$ cat src/rtl/sha1mh_pkg.sv
// sha1mh_pkg: shared types, constants and round functions for the sha-1 hash unit
// no dependencies; used by sha1_message_hash_unit
package sha1mh_pkg;

  localparam int unsigned NUM_H = 5;
  localparam int unsigned BLK_WORDS = 16;

  localparam logic [31:0] K0 = 32'h5A827999;
  localparam logic [31:0] K1 = 32'h6ED9EBA1;
  localparam logic [31:0] K2 = 32'h8F1BBCDC;
  localparam logic [31:0] K3 = 32'hCA62C1D6;
  localparam logic [7:0]  PAD_BYTE = 8'h80;

  typedef enum logic [7:0] {
    ST_IDLE  = 8'b0000_0001,
    ST_PAD   = 8'b0000_0010,
    ST_ZERO  = 8'b0000_0100,
    ST_LEN   = 8'b0000_1000,
    ST_LOADH = 8'b0001_0000,
    ST_ROUND = 8'b0010_0000,
    ST_FOLD  = 8'b0100_0000,
    ST_OUT   = 8'b1000_0000
  } state_t;

  typedef enum logic [1:0] {
    RG_CH  = 2'd0,
    RG_PA1 = 2'd1,
    RG_MAJ = 2'd2,
    RG_PA2 = 2'd3
  } round_grp_t;

  function automatic logic [31:0] h_init(input logic [2:0] idx);
    logic [31:0] v;
    case (idx)
      3'd0: v = 32'h67452301;
      3'd1: v = 32'hEFCDAB89;
      3'd2: v = 32'h98BADCFE;
      3'd3: v = 32'h10325476;
      3'd4: v = 32'hC3D2E1F0;
      default: v = '0;
    endcase
    return v;
  endfunction

  function automatic logic [31:0] round_f(input round_grp_t grp, input logic [31:0] b,
                                          input logic [31:0] c, input logic [31:0] d);
    logic [31:0] v;
    case (grp)
      RG_CH:   v = (b & c) | (~b & d);
      RG_MAJ:  v = (b & c) | (b & d) | (c & d);
      default: v = b ^ c ^ d;
    endcase
    return v;
  endfunction

  function automatic logic [31:0] round_k(input round_grp_t grp);
    logic [31:0] v;
    case (grp)
      RG_CH:   v = K0;
      RG_PA1:  v = K1;
      RG_MAJ:  v = K2;
      default: v = K3;
    endcase
    return v;
  endfunction

  // last block word holding the partial bytes, then the 0x80 marker
  function automatic logic [31:0] pad_word(input logic [1:0] nbytes, input logic [23:0] acc);
    logic [31:0] v;
    case (nbytes)
      2'd0:    v = {PAD_BYTE, 24'h0};
      2'd1:    v = {acc[7:0], PAD_BYTE, 16'h0};
      2'd2:    v = {acc[15:0], PAD_BYTE, 8'h0};
      default: v = {acc[23:0], PAD_BYTE};
    endcase
    return v;
  endfunction

endpackage

$ cat src/rtl/sha1mh_ram.sv
// sha1mh_ram: generic simple dual-port ram, one write and one registered read per cycle
// no dependencies
module sha1mh_ram #(
  parameter int unsigned WIDTH = 32,
  parameter int unsigned DEPTH = 16
) (
  input  logic                     clk,
  input  logic                     we,
  input  logic [$clog2(DEPTH)-1:0] waddr,
  input  logic [WIDTH-1:0]         wdata,
  input  logic [$clog2(DEPTH)-1:0] raddr,
  output logic [WIDTH-1:0]         rdata
);

  logic [WIDTH-1:0] mem [DEPTH];

  always_ff @(posedge clk) begin
    if (we) begin
      mem[waddr] <= wdata;
    end
    rdata <= mem[raddr];
  end

endmodule

$ cat src/rtl/sha1_message_hash_unit.sv
// sha1_message_hash_unit: sha-1 over a byte stream, digest out as five 32-bit words
// depends on sha1mh_pkg and sha1mh_ram (block word memory, chaining word memory)
//
//  channel | direction | tdata           | tuser             | tlast
//  s_*     | in        | data_byte[7:0]  | byte_present      | end_of_message
//  m_*     | out       | digest_word     | word_number[2:0]  | final_word
//
// a byte is taken whenever s_tvalid and s_tready are both high; each full 64-byte block then holds
// s_tready low through the chaining reads, 80 rounds at one round per cycle and the write-back
// end of message: 1 to 16 padding writes per block in one or two blocks, then a chaining read per digest word
// reset is synchronous; the chaining memory reads its initial values through valid bits
// a stalled m_tready holds the digest sequence; the last word waits while input resumes
module sha1_message_hash_unit (
  input  logic        clk,
  input  logic        rst,
  input  logic        s_tvalid,
  output logic        s_tready,
  input  logic [7:0]  s_tdata,   // [7:0] data_byte
  input  logic        s_tuser,   // [0] byte_present
  input  logic        s_tlast,   // end_of_message
  output logic        m_tvalid,
  input  logic        m_tready,
  output logic [31:0] m_tdata,   // [31:0] digest_word
  output logic [2:0]  m_tuser,   // [2:0] word_number
  output logic        m_tlast    // final_word
);

  sha1mh_pkg::state_t state;
  logic [60:0]  count;
  logic [23:0]  acc;
  logic         end_pending;
  logic         finishing;
  logic         two_blocks;
  logic [3:0]   ptr;
  logic [2:0]   cnt;
  logic [6:0]   rnd;
  logic         rd_pend;
  logic [31:0]  va, vb, vc, vd, ve;
  logic [31:0]  w_sr [sha1mh_pkg::BLK_WORDS];
  logic [sha1mh_pkg::NUM_H-1:0] hvalid;
  logic [2:0]   h_rd_addr;
  logic         h_rd_init;

  // block memory ports
  logic         blk_we;
  logic [3:0]   blk_waddr;
  logic [31:0]  blk_wdata;
  logic [3:0]   blk_raddr;
  logic [31:0]  blk_rdata;

  // chaining memory ports
  logic         h_we;
  logic [2:0]   h_waddr;
  logic [31:0]  h_wdata;
  logic [2:0]   h_raddr;
  logic [31:0]  h_rdata_raw;
  logic [31:0]  h_rdata;

  logic         in_acc;
  logic         out_issue;
  logic         out_load;
  logic [63:0]  bit_len;
  logic         two_blk_now;
  logic [3:0]   pad_idx;
  logic [31:0]  w_new;
  logic [31:0]  w_cur;
  logic [31:0]  t_sum;
  logic [31:0]  h_addend;
  sha1mh_pkg::round_grp_t grp;

  sha1mh_ram #(.WIDTH(32), .DEPTH(sha1mh_pkg::BLK_WORDS)) u_blk_ram (
    .clk   (clk),
    .we    (blk_we),
    .waddr (blk_waddr),
    .wdata (blk_wdata),
    .raddr (blk_raddr),
    .rdata (blk_rdata)
  );

  sha1mh_ram #(.WIDTH(32), .DEPTH(sha1mh_pkg::NUM_H)) u_h_ram (
    .clk   (clk),
    .we    (h_we),
    .waddr (h_waddr),
    .wdata (h_wdata),
    .raddr (h_raddr),
    .rdata (h_rdata_raw)
  );

  assign s_tready    = (state == sha1mh_pkg::ST_IDLE);
  assign in_acc      = s_tvalid && s_tready;
  assign bit_len     = {count, 3'b000};
  assign pad_idx     = count[5:2];
  assign two_blk_now = (count[5:3] == 3'b111);
  // an entry never written since the last digest reads as its initial value
  assign h_rdata     = h_rd_init ? sha1mh_pkg::h_init(h_rd_addr) : h_rdata_raw;

  assign out_issue = (state == sha1mh_pkg::ST_OUT) && !rd_pend && (!m_tvalid || m_tready);
  assign out_load  = (state == sha1mh_pkg::ST_OUT) && rd_pend;

  // message schedule: w_sr[j] holds w[r-1-j]
  assign w_new = {w_sr[2] ^ w_sr[7] ^ w_sr[13] ^ w_sr[15]} << 1
               | {31'h0, w_sr[2][31] ^ w_sr[7][31] ^ w_sr[13][31] ^ w_sr[15][31]};
  assign w_cur = (rnd < 7'd16) ? blk_rdata : w_new;

  always_comb begin
    if (rnd < 7'd20) begin
      grp = sha1mh_pkg::RG_CH;
    end else if (rnd < 7'd40) begin
      grp = sha1mh_pkg::RG_PA1;
    end else if (rnd < 7'd60) begin
      grp = sha1mh_pkg::RG_MAJ;
    end else begin
      grp = sha1mh_pkg::RG_PA2;
    end
  end

  assign t_sum = {va[26:0], va[31:27]} + sha1mh_pkg::round_f(grp, vb, vc, vd) + ve
               + sha1mh_pkg::round_k(grp) + w_cur;

  always_comb begin
    case (h_rd_addr)
      3'd0:    h_addend = va;
      3'd1:    h_addend = vb;
      3'd2:    h_addend = vc;
      3'd3:    h_addend = vd;
      default: h_addend = ve;
    endcase
  end

  // block memory write and read
  always_comb begin
    blk_we    = 1'b0;
    blk_waddr = ptr;
    blk_wdata = '0;
    blk_raddr = '0;
    case (state)
      sha1mh_pkg::ST_IDLE: begin
        blk_we    = in_acc && s_tuser && (count[1:0] == 2'd3);
        blk_waddr = pad_idx;
        blk_wdata = {acc, s_tdata};
      end
      sha1mh_pkg::ST_PAD: begin
        blk_we    = 1'b1;
        blk_waddr = pad_idx;
        blk_wdata = sha1mh_pkg::pad_word(count[1:0], acc);
      end
      sha1mh_pkg::ST_ZERO: begin
        blk_we    = 1'b1;
      end
      sha1mh_pkg::ST_LEN: begin
        blk_we    = 1'b1;
        blk_wdata = ptr[0] ? bit_len[31:0] : bit_len[63:32];
      end
      sha1mh_pkg::ST_ROUND: begin
        blk_raddr = rnd[3:0] + 4'd1;
      end
      default: begin
        blk_we = 1'b0;
      end
    endcase
  end

  // chaining memory: read one word a cycle in load and write-back, write back the sum in the next cycle
  always_comb begin
    h_raddr = (cnt == 3'd5) ? 3'd0 : cnt;
    h_we    = (state == sha1mh_pkg::ST_FOLD) && (cnt != 3'd0);
    h_waddr = h_rd_addr;
    h_wdata = h_rdata + h_addend;
  end

  always_ff @(posedge clk) begin
    h_rd_addr <= h_raddr;
    h_rd_init <= !hvalid[h_raddr];
    if (state == sha1mh_pkg::ST_ROUND) begin
      w_sr[0] <= w_cur;
      for (int j = 1; j < sha1mh_pkg::BLK_WORDS; j++) begin
        w_sr[j] <= w_sr[j-1];
      end
    end
    if (in_acc && s_tuser) begin
      acc <= {acc[15:0], s_tdata};
    end
    if (out_load) begin
      m_tdata <= h_rdata;
      m_tuser <= h_rd_addr;
      m_tlast <= (h_rd_addr == 3'd4);
    end
    case (state)
      sha1mh_pkg::ST_LOADH: begin
        if (cnt != 3'd0) begin
          case (h_rd_addr)
            3'd0:    va <= h_rdata;
            3'd1:    vb <= h_rdata;
            3'd2:    vc <= h_rdata;
            3'd3:    vd <= h_rdata;
            default: ve <= h_rdata;
          endcase
        end
      end
      sha1mh_pkg::ST_ROUND: begin
        va <= t_sum;
        vb <= va;
        vc <= {vb[1:0], vb[31:2]};
        vd <= vc;
        ve <= vd;
      end
      default: begin
        va <= va;
      end
    endcase
  end

  always_ff @(posedge clk) begin
    if (rst) begin
      state       <= sha1mh_pkg::ST_IDLE;
      count       <= '0;
      end_pending <= 1'b0;
      finishing   <= 1'b0;
      two_blocks  <= 1'b0;
      ptr         <= '0;
      cnt         <= '0;
      rnd         <= '0;
      rd_pend     <= 1'b0;
      hvalid      <= '0;
      m_tvalid    <= 1'b0;
    end else begin
      if (m_tvalid && m_tready) begin
        m_tvalid <= 1'b0;
      end
      if (h_we) begin
        hvalid[h_waddr] <= 1'b1;
      end
      case (state)
        sha1mh_pkg::ST_IDLE: begin
          if (in_acc) begin
            end_pending <= s_tlast;
            if (s_tuser) begin
              count <= count + 61'd1;
            end
            cnt <= '0;
            if (s_tuser && (count[5:0] == 6'd63)) begin
              state <= sha1mh_pkg::ST_LOADH;
            end else if (s_tlast) begin
              state <= sha1mh_pkg::ST_PAD;
            end
          end
        end
        sha1mh_pkg::ST_PAD: begin
          finishing  <= 1'b1;
          two_blocks <= two_blk_now;
          ptr        <= pad_idx + 4'd1;
          cnt        <= '0;
          if (two_blk_now && (pad_idx == 4'd15)) begin
            state <= sha1mh_pkg::ST_LOADH;
          end else if (!two_blk_now && (pad_idx == 4'd13)) begin
            state <= sha1mh_pkg::ST_LEN;
          end else begin
            state <= sha1mh_pkg::ST_ZERO;
          end
        end
        sha1mh_pkg::ST_ZERO: begin
          ptr <= ptr + 4'd1;
          cnt <= '0;
          if (two_blocks && (ptr == 4'd15)) begin
            state <= sha1mh_pkg::ST_LOADH;
          end else if (!two_blocks && (ptr == 4'd13)) begin
            state <= sha1mh_pkg::ST_LEN;
          end
        end
        sha1mh_pkg::ST_LEN: begin
          ptr <= ptr + 4'd1;
          cnt <= '0;
          if (ptr == 4'd15) begin
            state <= sha1mh_pkg::ST_LOADH;
          end
        end
        sha1mh_pkg::ST_LOADH: begin
          cnt <= cnt + 3'd1;
          rnd <= '0;
          if (cnt == 3'd5) begin
            state <= sha1mh_pkg::ST_ROUND;
          end
        end
        sha1mh_pkg::ST_ROUND: begin
          rnd <= rnd + 7'd1;
          cnt <= '0;
          if (rnd == 7'd79) begin
            state <= sha1mh_pkg::ST_FOLD;
          end
        end
        sha1mh_pkg::ST_FOLD: begin
          if (cnt == 3'd5) begin
            cnt <= '0;
            if (!finishing) begin
              state <= end_pending ? sha1mh_pkg::ST_PAD : sha1mh_pkg::ST_IDLE;
            end else if (two_blocks) begin
              // second padding block: zeros then the length
              two_blocks <= 1'b0;
              ptr        <= '0;
              state      <= sha1mh_pkg::ST_ZERO;
            end else begin
              state <= sha1mh_pkg::ST_OUT;
            end
          end else begin
            cnt <= cnt + 3'd1;
          end
        end
        sha1mh_pkg::ST_OUT: begin
          if (out_issue) begin
            rd_pend <= 1'b1;
            cnt     <= cnt + 3'd1;
          end
          if (out_load) begin
            rd_pend  <= 1'b0;
            m_tvalid <= 1'b1;
            if (h_rd_addr == 3'd4) begin
              // digest captured: back to initial chaining values
              hvalid      <= '0;
              count       <= '0;
              end_pending <= 1'b0;
              finishing   <= 1'b0;
              cnt         <= '0;
              state       <= sha1mh_pkg::ST_IDLE;
            end
          end
        end
        default: begin
          state <= sha1mh_pkg::ST_IDLE;
        end
      endcase
    end
  end

  a_round_end: assert property (@(posedge clk) disable iff (rst)
    (state == sha1mh_pkg::ST_ROUND) && (rnd == 7'd79) |=> (state == sha1mh_pkg::ST_FOLD))
    else $error("round counter did not hand over to write-back");

  a_blk_quiet: assert property (@(posedge clk) disable iff (rst)
    (state == sha1mh_pkg::ST_ROUND) || (state == sha1mh_pkg::ST_LOADH) |-> !blk_we)
    else $error("block memory written during compression");

  a_h_write: assert property (@(posedge clk) disable iff (rst)
    h_we |-> (state == sha1mh_pkg::ST_FOLD) && (h_waddr == $past(h_raddr)))
    else $error("chaining write outside write-back or to wrong entry");

  a_out_free: assert property (@(posedge clk) disable iff (rst)
    out_load |-> !m_tvalid)
    else $error("digest word overwrote a word still waiting");

endmodule
$ cat config.mk
export PLATFORM = sky130hd
export DESIGN_NAME = sha1_message_hash_unit
export DESIGN_NICKNAME = d
export VERILOG_FILES = /design/src/rtl/sha1mh_pkg.sv /design/src/rtl/sha1mh_ram.sv /design/src/rtl/sha1_message_hash_unit.sv
export SDC_FILE = /design/constraint.sdc
export NUM_CORES = 2
export LEC_CHECK = 0
export BUFFER_PORTS_ARGS = -buffer_cell sky130_fd_sc_hd__buf_2
export CORE_MARGIN = 5
export CORE_UTILIZATION = 60
export CTS_BUF_LIST = sky130_fd_sc_hd__clkbuf_8
export DETAILED_ROUTE_END_ITERATION = 16
export PLACE_DENSITY_LB_ADDON = 0.12
export SLEW_MARGIN = 20
export SYNTH_ARGS = -nofsm -noshare
export SYNTH_HDL_FRONTEND = slang
export SYNTH_SLANG_ARGS = --single-unit
$ cat constraint.sdc
create_clock -name clk -period 32.6 [get_ports clk]
set_input_delay 0 -clock clk [delete_from_list [all_inputs] [get_ports clk]]
set_output_delay 0 -clock clk [all_outputs]
set_load 0.03 [all_outputs]
======== Word-level counts from Yosys, hierarchy flattened ========
Memories as Yosys holds them, arrays and structs flattened. A register that Yosys moved wholly into a read port is not among the register bits.
Index checks and enable logic that the tools add are counted.
operators by class
  reductions and logical operators ........ 49
  equality and inequality tests ........... 43
  $add $sub $neg .......................... 11
  $lt $le $gt $ge ......................... 7
  muxes and demuxes ....................... 91
  bitwise operators ....................... 18
operator list
  kind                                                    count
  2-to-1 mux 32 bit                                       13
  one-hot mux 32 bit (2 select lines)                     6
  one-hot mux 32 bit (3 select lines)                     3
  2-to-1 mux 61 bit                                       4
  adder 32 bit                                            5
  one-hot mux 32 bit (5 select lines)                     1
  AND 32 bit                                              4
  one-hot mux 32 bit (4 select lines)                     1
  one-hot mux 61 bit (2 select lines)                     1
  2-to-1 mux 8 bit                                        13
  bitwise OR 32 bit                                       3
  XOR 31 bit                                              3
  one-hot mux 8 bit (8 select lines)                      1
  XOR 32 bit                                              2
  adder 61 x 1 -> 61 bit (second input constant)          1
  NOT 32 bit                                              1
  bitwise OR 32 x 1 -> 32 bit                             1
  2-to-1 mux 5 bit                                        5
  2-to-1 mux 4 bit                                        6
  AND reduction 3 bit                                     7
  2-to-1 mux 1 bit                                        19
  2-to-1 mux 3 bit                                        6
  inequality test 2 x 1 -> 1 bit (second input constant)  9
  equality test 4 bit (second input constant)             4
  other kinds (49)                                        100
word-level totals
  flip-flop bits (word level) ............. 317
  RAM bits ................................ 1184
  output and inout bits ................... 38
  memories ................................ 3
memory list
  name           depth  width  read ports  clocked after memory_dff  write ports  line                          source
  u_blk_ram.mem  16     32     1           1                         1            sha1mh_ram.sv:15              logic [WIDTH-1:0] mem [DEPTH];
  w_sr           16     32     16          0                         16           sha1_message_hash_unit.sv:39  logic [31:0] w_sr [sha1mh_pkg::BLK_WORDS];
  u_h_ram.mem    5      32     1           1                         1            sha1mh_ram.sv:15

======== Longest topological paths before layout ========
  depth after elaboration ................. 11
  gate-level depth with buffers ........... 27

======== By module ========
A second synthesis with hierarchy kept.
second synthesis, totals
  cell total of the unflattened synthesis .. 4279
  area, all modules ....................... 65982.0 sq um
by module, submodules not included
  module                   sequential area each (sq um)  area each (sq um)  instances  cells an instance
  sha1_message_hash_unit   23922.9                       39236.4            1          3060
  sha1mh_ram at u_blk_ram  16015.4                       19835.3            1          838
  sha1mh_ram at u_h_ram    5445.2                        6910.4             1          381

======== Worst setup path before layout ========
Ideal clock, no wire load.
  path type ............................... register to register
  from .................................... reg state[0]
  to ...................................... reg va[17] (data pin)
  arrival time ............................ 16.858 ns
  cell stages (with the launch flop) ...... 9
  path buffers ............................ 3
  library setup time ...................... 0.947 ns
  slack ................................... 14.795 ns
  required time ........................... 31.653 ns
  clock period less this slack ............ 17.805 ns
  path through ............................ dfxtp_1 -> or4_1 -> or3_1 -> or2_2 -> inv_1 -> clkbuf_1 -> clkbuf_1 -> clkbuf_1 -> a21boi_0
on the way
  cells in the longest elaborated chain, start to end .. 2
  elaborated cells between the ends (all ways) .. 3
  classes of those cells .................. eq/ne (2); mux (1)
ends and longest elaborated chain
  what                                                                          line                           source
  start, declared                                                               sha1_message_hash_unit.sv:28   sha1mh_pkg::state_t state;
  start signal, assigned                                                        sha1_message_hash_unit.sv:215  state <= sha1mh_pkg::ST_IDLE;
  start signal, assigned                                                        sha1_message_hash_unit.sv:242  state <= sha1mh_pkg::ST_LOADH;
  start signal, assigned                                                        sha1_message_hash_unit.sv:244  state <= sha1mh_pkg::ST_PAD;
  equality test 8 x 6 -> 1 bit or equality test 8 x 5 -> 1 bit (tied branches)  sha1_message_hash_unit.sv:188  case (state)
  one-hot mux 32 bit (2 select lines) (*)                                       sha1_message_hash_unit.sv:188
  end signal, assigned                                                          sha1_message_hash_unit.sv:192  3'd0: va <= h_rdata;
  end signal, assigned                                                          sha1_message_hash_unit.sv:201  va <= t_sum;
  end signal, assigned                                                          sha1_message_hash_unit.sv:208  va <= va;
  end, declared                                                                 sha1_message_hash_unit.sv:38   logic [31:0] va, vb, vc, vd, ve;
Every way passes the cells marked *; elsewhere a longest branch is shown, timed or not.
A chain may end at the register's enable or synchronous reset.

======== Worst setup path after layout ========
  from .................................... reg rnd[5]
  to ...................................... reg va[28] (data pin)
on the way
  cells in the longest elaborated chain, start to end .. 11
  elaborated cells between the ends (all ways) .. 18
  classes of those cells .................. add/sub (4); order compare (4); eq/ne (2); mux (7); reduce/logical (1)
ends and longest elaborated chain
  what                                                    line                                source
  start, declared                                         sha1_message_hash_unit.sv:36        logic [6:0] rnd;
  start signal, assigned                                  sha1_message_hash_unit.sv:285       rnd <= rnd + 7'd1;
  < comparator 7 x 6 -> 1 bit                             sha1_message_hash_unit.sv:110       end else if (rnd < 7'd60) begin
  2-to-1 mux 1 bit                                        sha1_message_hash_unit.sv:110
  2-to-1 mux 2 bit                                        sha1_message_hash_unit.sv:108       end else if (rnd < 7'd40) begin
  2-to-1 mux 2 bit                                        sha1_message_hash_unit.sv:106       if (rnd < 7'd20) begin
  equality test 2 bit or zero test 2 bit (tied branches)  sha1mh_pkg.sv:48, sha1mh_pkg.sv:58
  one-hot mux 32 bit (2 select lines)                     sha1mh_pkg.sv:48                    case (grp)
  adder 32 bit (2 in a row)                               sha1_message_hash_unit.sv:117       assign t_sum = {va[26:0], va[31:27]} + sha1mh_pkg::round_f(grp, vb, vc, vd) + ve
  adder 32 bit                                            sha1_message_hash_unit.sv:118       + sha1mh_pkg::round_k(grp) + w_cur;
  adder 32 bit (*)                                        sha1_message_hash_unit.sv:118
  one-hot mux 32 bit (2 select lines) (*)                 sha1_message_hash_unit.sv:188
Marked as above.

==> results.txt <==
- Netlist cell types: 73
* Commonest cells after routing, fill and taps aside: sky130_fd_sc_hd__edfxtp_1, sky130_fd_sc_hd__nand2_1, sky130_fd_sc_hd__inv_1
- For this run, design rule violations remaining after detail routing come to 0.
* Total setup violations reported at the end of the flow: 0
* Iteration count of the initial detailed-routing pass: 7
* Power per standard cell area: 54.2 mW/mm^2
* Vias in the first global route: 39200
- Classification of the worst-slack hold path: in -> reg
- Wires add up to 157 mm.
* Wire length per cell: 23.1 um
- Worst Tran Pin Value: 1200 ps
* Clock edge transition at the registers on the reported setup and hold paths: 70 ps
- Number of violations of the max-capacitance limit: 0
- The routed layout has 40700 vias.
- Setup slack after layout: 25890 ps
* Hold Path Sink: state[1]$_SDFFE_PP0P_
- The clock period could shrink to 6710 ps.
- The worst register-to-register path begins at rnd[5]$_SDFFE_PP0P_.
- # nets final: 5337
- Averaged over all synthesized cells, the footprint is 13.6 sq um.
- The root buffer cell chosen for the clock tree is sky130_fd_sc_hd__clkbuf_8.
- Core ar.: 0.111 sq mm
- For this run, the register share of the synthesized area comes to 0.675.
- TritonCTS built the clock tree.
- The detail route stage leaves a number of antenna-violating nets equal to 0.
- STA puts the critical path data required time at 33260 ps.
- Across every metal layer, demand over resource in global routing totals 0.265.
- Maximum number of pins on one net before global-route repair: 203
- Worst clock skew: 59.1 ps
* Static Leakage: 0.0262 uW
- In this run, post-CTS repair resized a total of 0 instances.
* Flop2flop setup slack: 25890 ps
- Data on the critical path arrives at its endpoint at 7380 ps.
- Counting instances, the worst hold path has a depth of 5.
* GPL Wtd Cong: 0.921
- The startpoint identified for the worst hold timing path is s_tuser.
- The synthesized design contains 1404 enable-type register cells.
* Largest fanout on the critical path: 34
- Adding up every negative setup slack in the final design gives 0 ps.
- sky130_fd_sc_hd__edfxtp_1 takes more of the synthesized area than any other cell.
- First-pass GRT wire length: 237 mm
* Netlist area before placement: 0.0673 sq mm
- Post-CTS timing repair inserted 0 buffers for setup.
- The total overflow left after global routing is 0.
- Number of levels in the clock H-tree: 4
* Most common library cell in the layout ignoring fill and taps: sky130_fd_sc_hd__edfxtp_1
- Row generation in the floorplan step produced 122 rows.
- Max rail drop VDD: 0.0388 mV
- Max Transition Viols Final: 0
- Slew headroom: 0.197
* Design area: 0.0744 sq mm
- Num ports: 52
- From synthesis to final layout, the design area changed by 10.7%.
- Counting every sink on the clock net gives 1565.
- The Yosys step of the flow raised 0 warnings.
- Async set-or-reset flop fraction in the synthesized netlist: 0
* Detailed placement HPWL: 94.9 mm
* Number of cells traversed by the worst register-to-register path: 24
* Detail-routed via count per cell: 5.97
* Clock insertion delay at the later pin of the skew report: 950 ps
- Result of the run: completed
* Total clock buffers created by CTS: 240
- For this run, the top clock speed supported by timing is 149 MHz.
- The initial utilization of the core area, before any placement, comes to 0.606.
- Fraction of synthesized cell area taken by the top area cell type: 0.627
* Endpoint of the most critical register-to-register path: va[28]$_DFFE_PP_
- Among all flip-flop cells after synthesis, the most frequent one is sky130_fd_sc_hd__edfxtp_1.
- Type of the worst setup path: reg -> reg
- Summing all placed instances gives a cell area of 0.0695 sq mm.
* Ranking of synthesized cells by area: sky130_fd_sc_hd__edfxtp_1, sky130_fd_sc_hd__dfxtp_1, sky130_fd_sc_hd__fa_1, sky130_fd_sc_hd__nand2_1, sky130_fd_sc_hd__mux2i_1
- The final hold violation count was 0.
- Setup repair after global routing left no endpoint under its margin.
- STA classifies the critical path startpoint as a register.
* Kind of end point of the critical path: register
- Synthesis produced a netlist with a net count of 5172.
- Final worst-path cycle share: 0.206
* Antenna violations before repair: 4
- The die covers 0.119 sq mm.
- Measured along the y axis, the die boundary spans 345 um.
- In the final layout, the share of cells above drive strength 1 is 0.107.
- In this run, synthesis produced a sequential element count of 1565.
- Number of port buffers: 51
- Prior to clock tree synthesis, the placed netlist has a worst setup slack of 25990 ps.
* Synthesized netlist cell count: 4954
* Initial drt markers: 4655
- X dimension of the die: 345 um
- Largest buffer count on any clock path: 3
synthesized netlist by cell type (all sizes together) (45+ instances only):
cell type     n
nor2b       136
a21boi      120
o21ai       228
inv         366
clkbuf      226
dfxtp       161
xor2         57
edfxtp     1404
a311oi       66
a31oi        75
a211oi      171
nand2       529
nor2        201
o21a         45
mux2i       149
ha           83
fa          121
xnor2       150
a21o         60
a21oi       191
power breakdown:
part / leakage [uW] / internal [uW] / switching [uW]
Sequential: 0.0140 / 2230 / 8.39
Combinational: 0.00958 / 68.0 / 166
Clock: 0.00267 / 794 / 771
Total: 0.0262 / 3090 / 945
logic make-up after synthesis:
logic type                 after synthesis  share of synthesized area
muxes                                  192                     0.0309
xor gates and xnor gates               207                     0.0270
and+or+nand+nor                       1096                     0.0748
DFF                                   1565                      0.675
buffers and inverters                  617                     0.0348
adders and majority gates              205                     0.0516
AOI/OAI and AO/OA                     1072                      0.106
layer usage:
layer,global-route usage,up-vias,part of all wire
li1,-,18400,-
met1,0.407,20300,0.45
met2,0.387,1683,0.44
met3,0.0497,270,0.084
met4,0.0855,0,0.028
met5,0,-,0
cell type report:
cell class	instances	area (sq um)
sequential	1565	45400
fill	7919	36600
multi-input combinational	2772	19800
clock buffer	262	3610
tap	1488	1860
inverter	367	1400
timing repair buffer	173	1260
clock inverter	182	1060
antenna	5	12.5
through the flow:
step           hold slack [ps]   util  power [uW]  std cells
3_5_place_dp               207  0.626        2500       6338
2_1_floorplan             98.9      -        2420       4954
3_3_place_gp               210  0.626        2500       6338
6_report                   109  0.671        4040       6814
5_1_grt                   78.6  0.671        4180       6812
4_1_cts                   22.6  0.670        4060       6809
registers in the layout, indices dropped and copies added, names as in the netlist, 4 cells and up:
| register | flops |
|---|---|
| rnd | 7 |
| u_blk_ram.rdata | 32 |
| m_tdata | 32 |
| hvalid | 5 |
| vb | 32 |
| acc | 24 |
| ptr | 4 |
| u_h_ram.rdata | 32 |
| u_blk_ram.mem | 512 |
| count | 61 |
| vd | 32 |
| state | 8 |
| ve | 32 |
| w_sr | 512 |
| vc | 32 |
| u_h_ram.mem | 160 |
| va | 32 |
worst max-delay path, cell delays in order, from the launching register on:
cell,delay [ps]
sky130_fd_sc_hd__dfxtp_1,450
sky130_fd_sc_hd__inv_1,130
sky130_fd_sc_hd__maj3_1,360
sky130_fd_sc_hd__nand2_1,110
sky130_fd_sc_hd__o311ai_2,100
sky130_fd_sc_hd__buf_4,270
sky130_fd_sc_hd__inv_1,220
sky130_fd_sc_hd__ha_1,210
sky130_fd_sc_hd__buf_4,450
sky130_fd_sc_hd__a221oi_1,170
sky130_fd_sc_hd__a21o_1,200
sky130_fd_sc_hd__fa_1,390
sky130_fd_sc_hd__fa_1,550
sky130_fd_sc_hd__inv_1,60
sky130_fd_sc_hd__ha_1,300
sky130_fd_sc_hd__a211o_1,320
sky130_fd_sc_hd__a21oi_1,210
sky130_fd_sc_hd__o211ai_1,190
sky130_fd_sc_hd__o311a_1,360
sky130_fd_sc_hd__a221o_1,380
sky130_fd_sc_hd__a22o_1,290
sky130_fd_sc_hd__a211o_1,300
sky130_fd_sc_hd__a31oi_1,200
sky130_fd_sc_hd__xnor2_1,80
sky130_fd_sc_hd__o21a_1,160
repair_timing:
action	in CTS	in global routing
endpoints found under the setup margin	0	0
hold buffers	27	0
hold endpoints to repair	231	0
worst max path at each step:
stage | endpoint | from | cells after the start | slack [ps]
4_1_cts | va[28]$_DFFE_PP_ | rnd[5]$_SDFFE_PP0P_ | 24 | 25950
5_1_grt | va[28]$_DFFE_PP_ | rnd[5]$_SDFFE_PP0P_ | 24 | 25550
6_report | va[28]$_DFFE_PP_ | rnd[5]$_SDFFE_PP0P_ | 24 | 25890
2_1_floorplan | va[17]$_DFFE_PP_ | state[0]$_SDFFE_PP1P_ | 8 | 14800
3_3_place_gp | va[28]$_DFFE_PP_ | rnd[5]$_SDFFE_PP0P_ | 24 | 26100
3_5_place_dp | va[28]$_DFFE_PP_ | rnd[5]$_SDFFE_PP0P_ | 24 | 25990
Power figures use the tool's default switching activity.
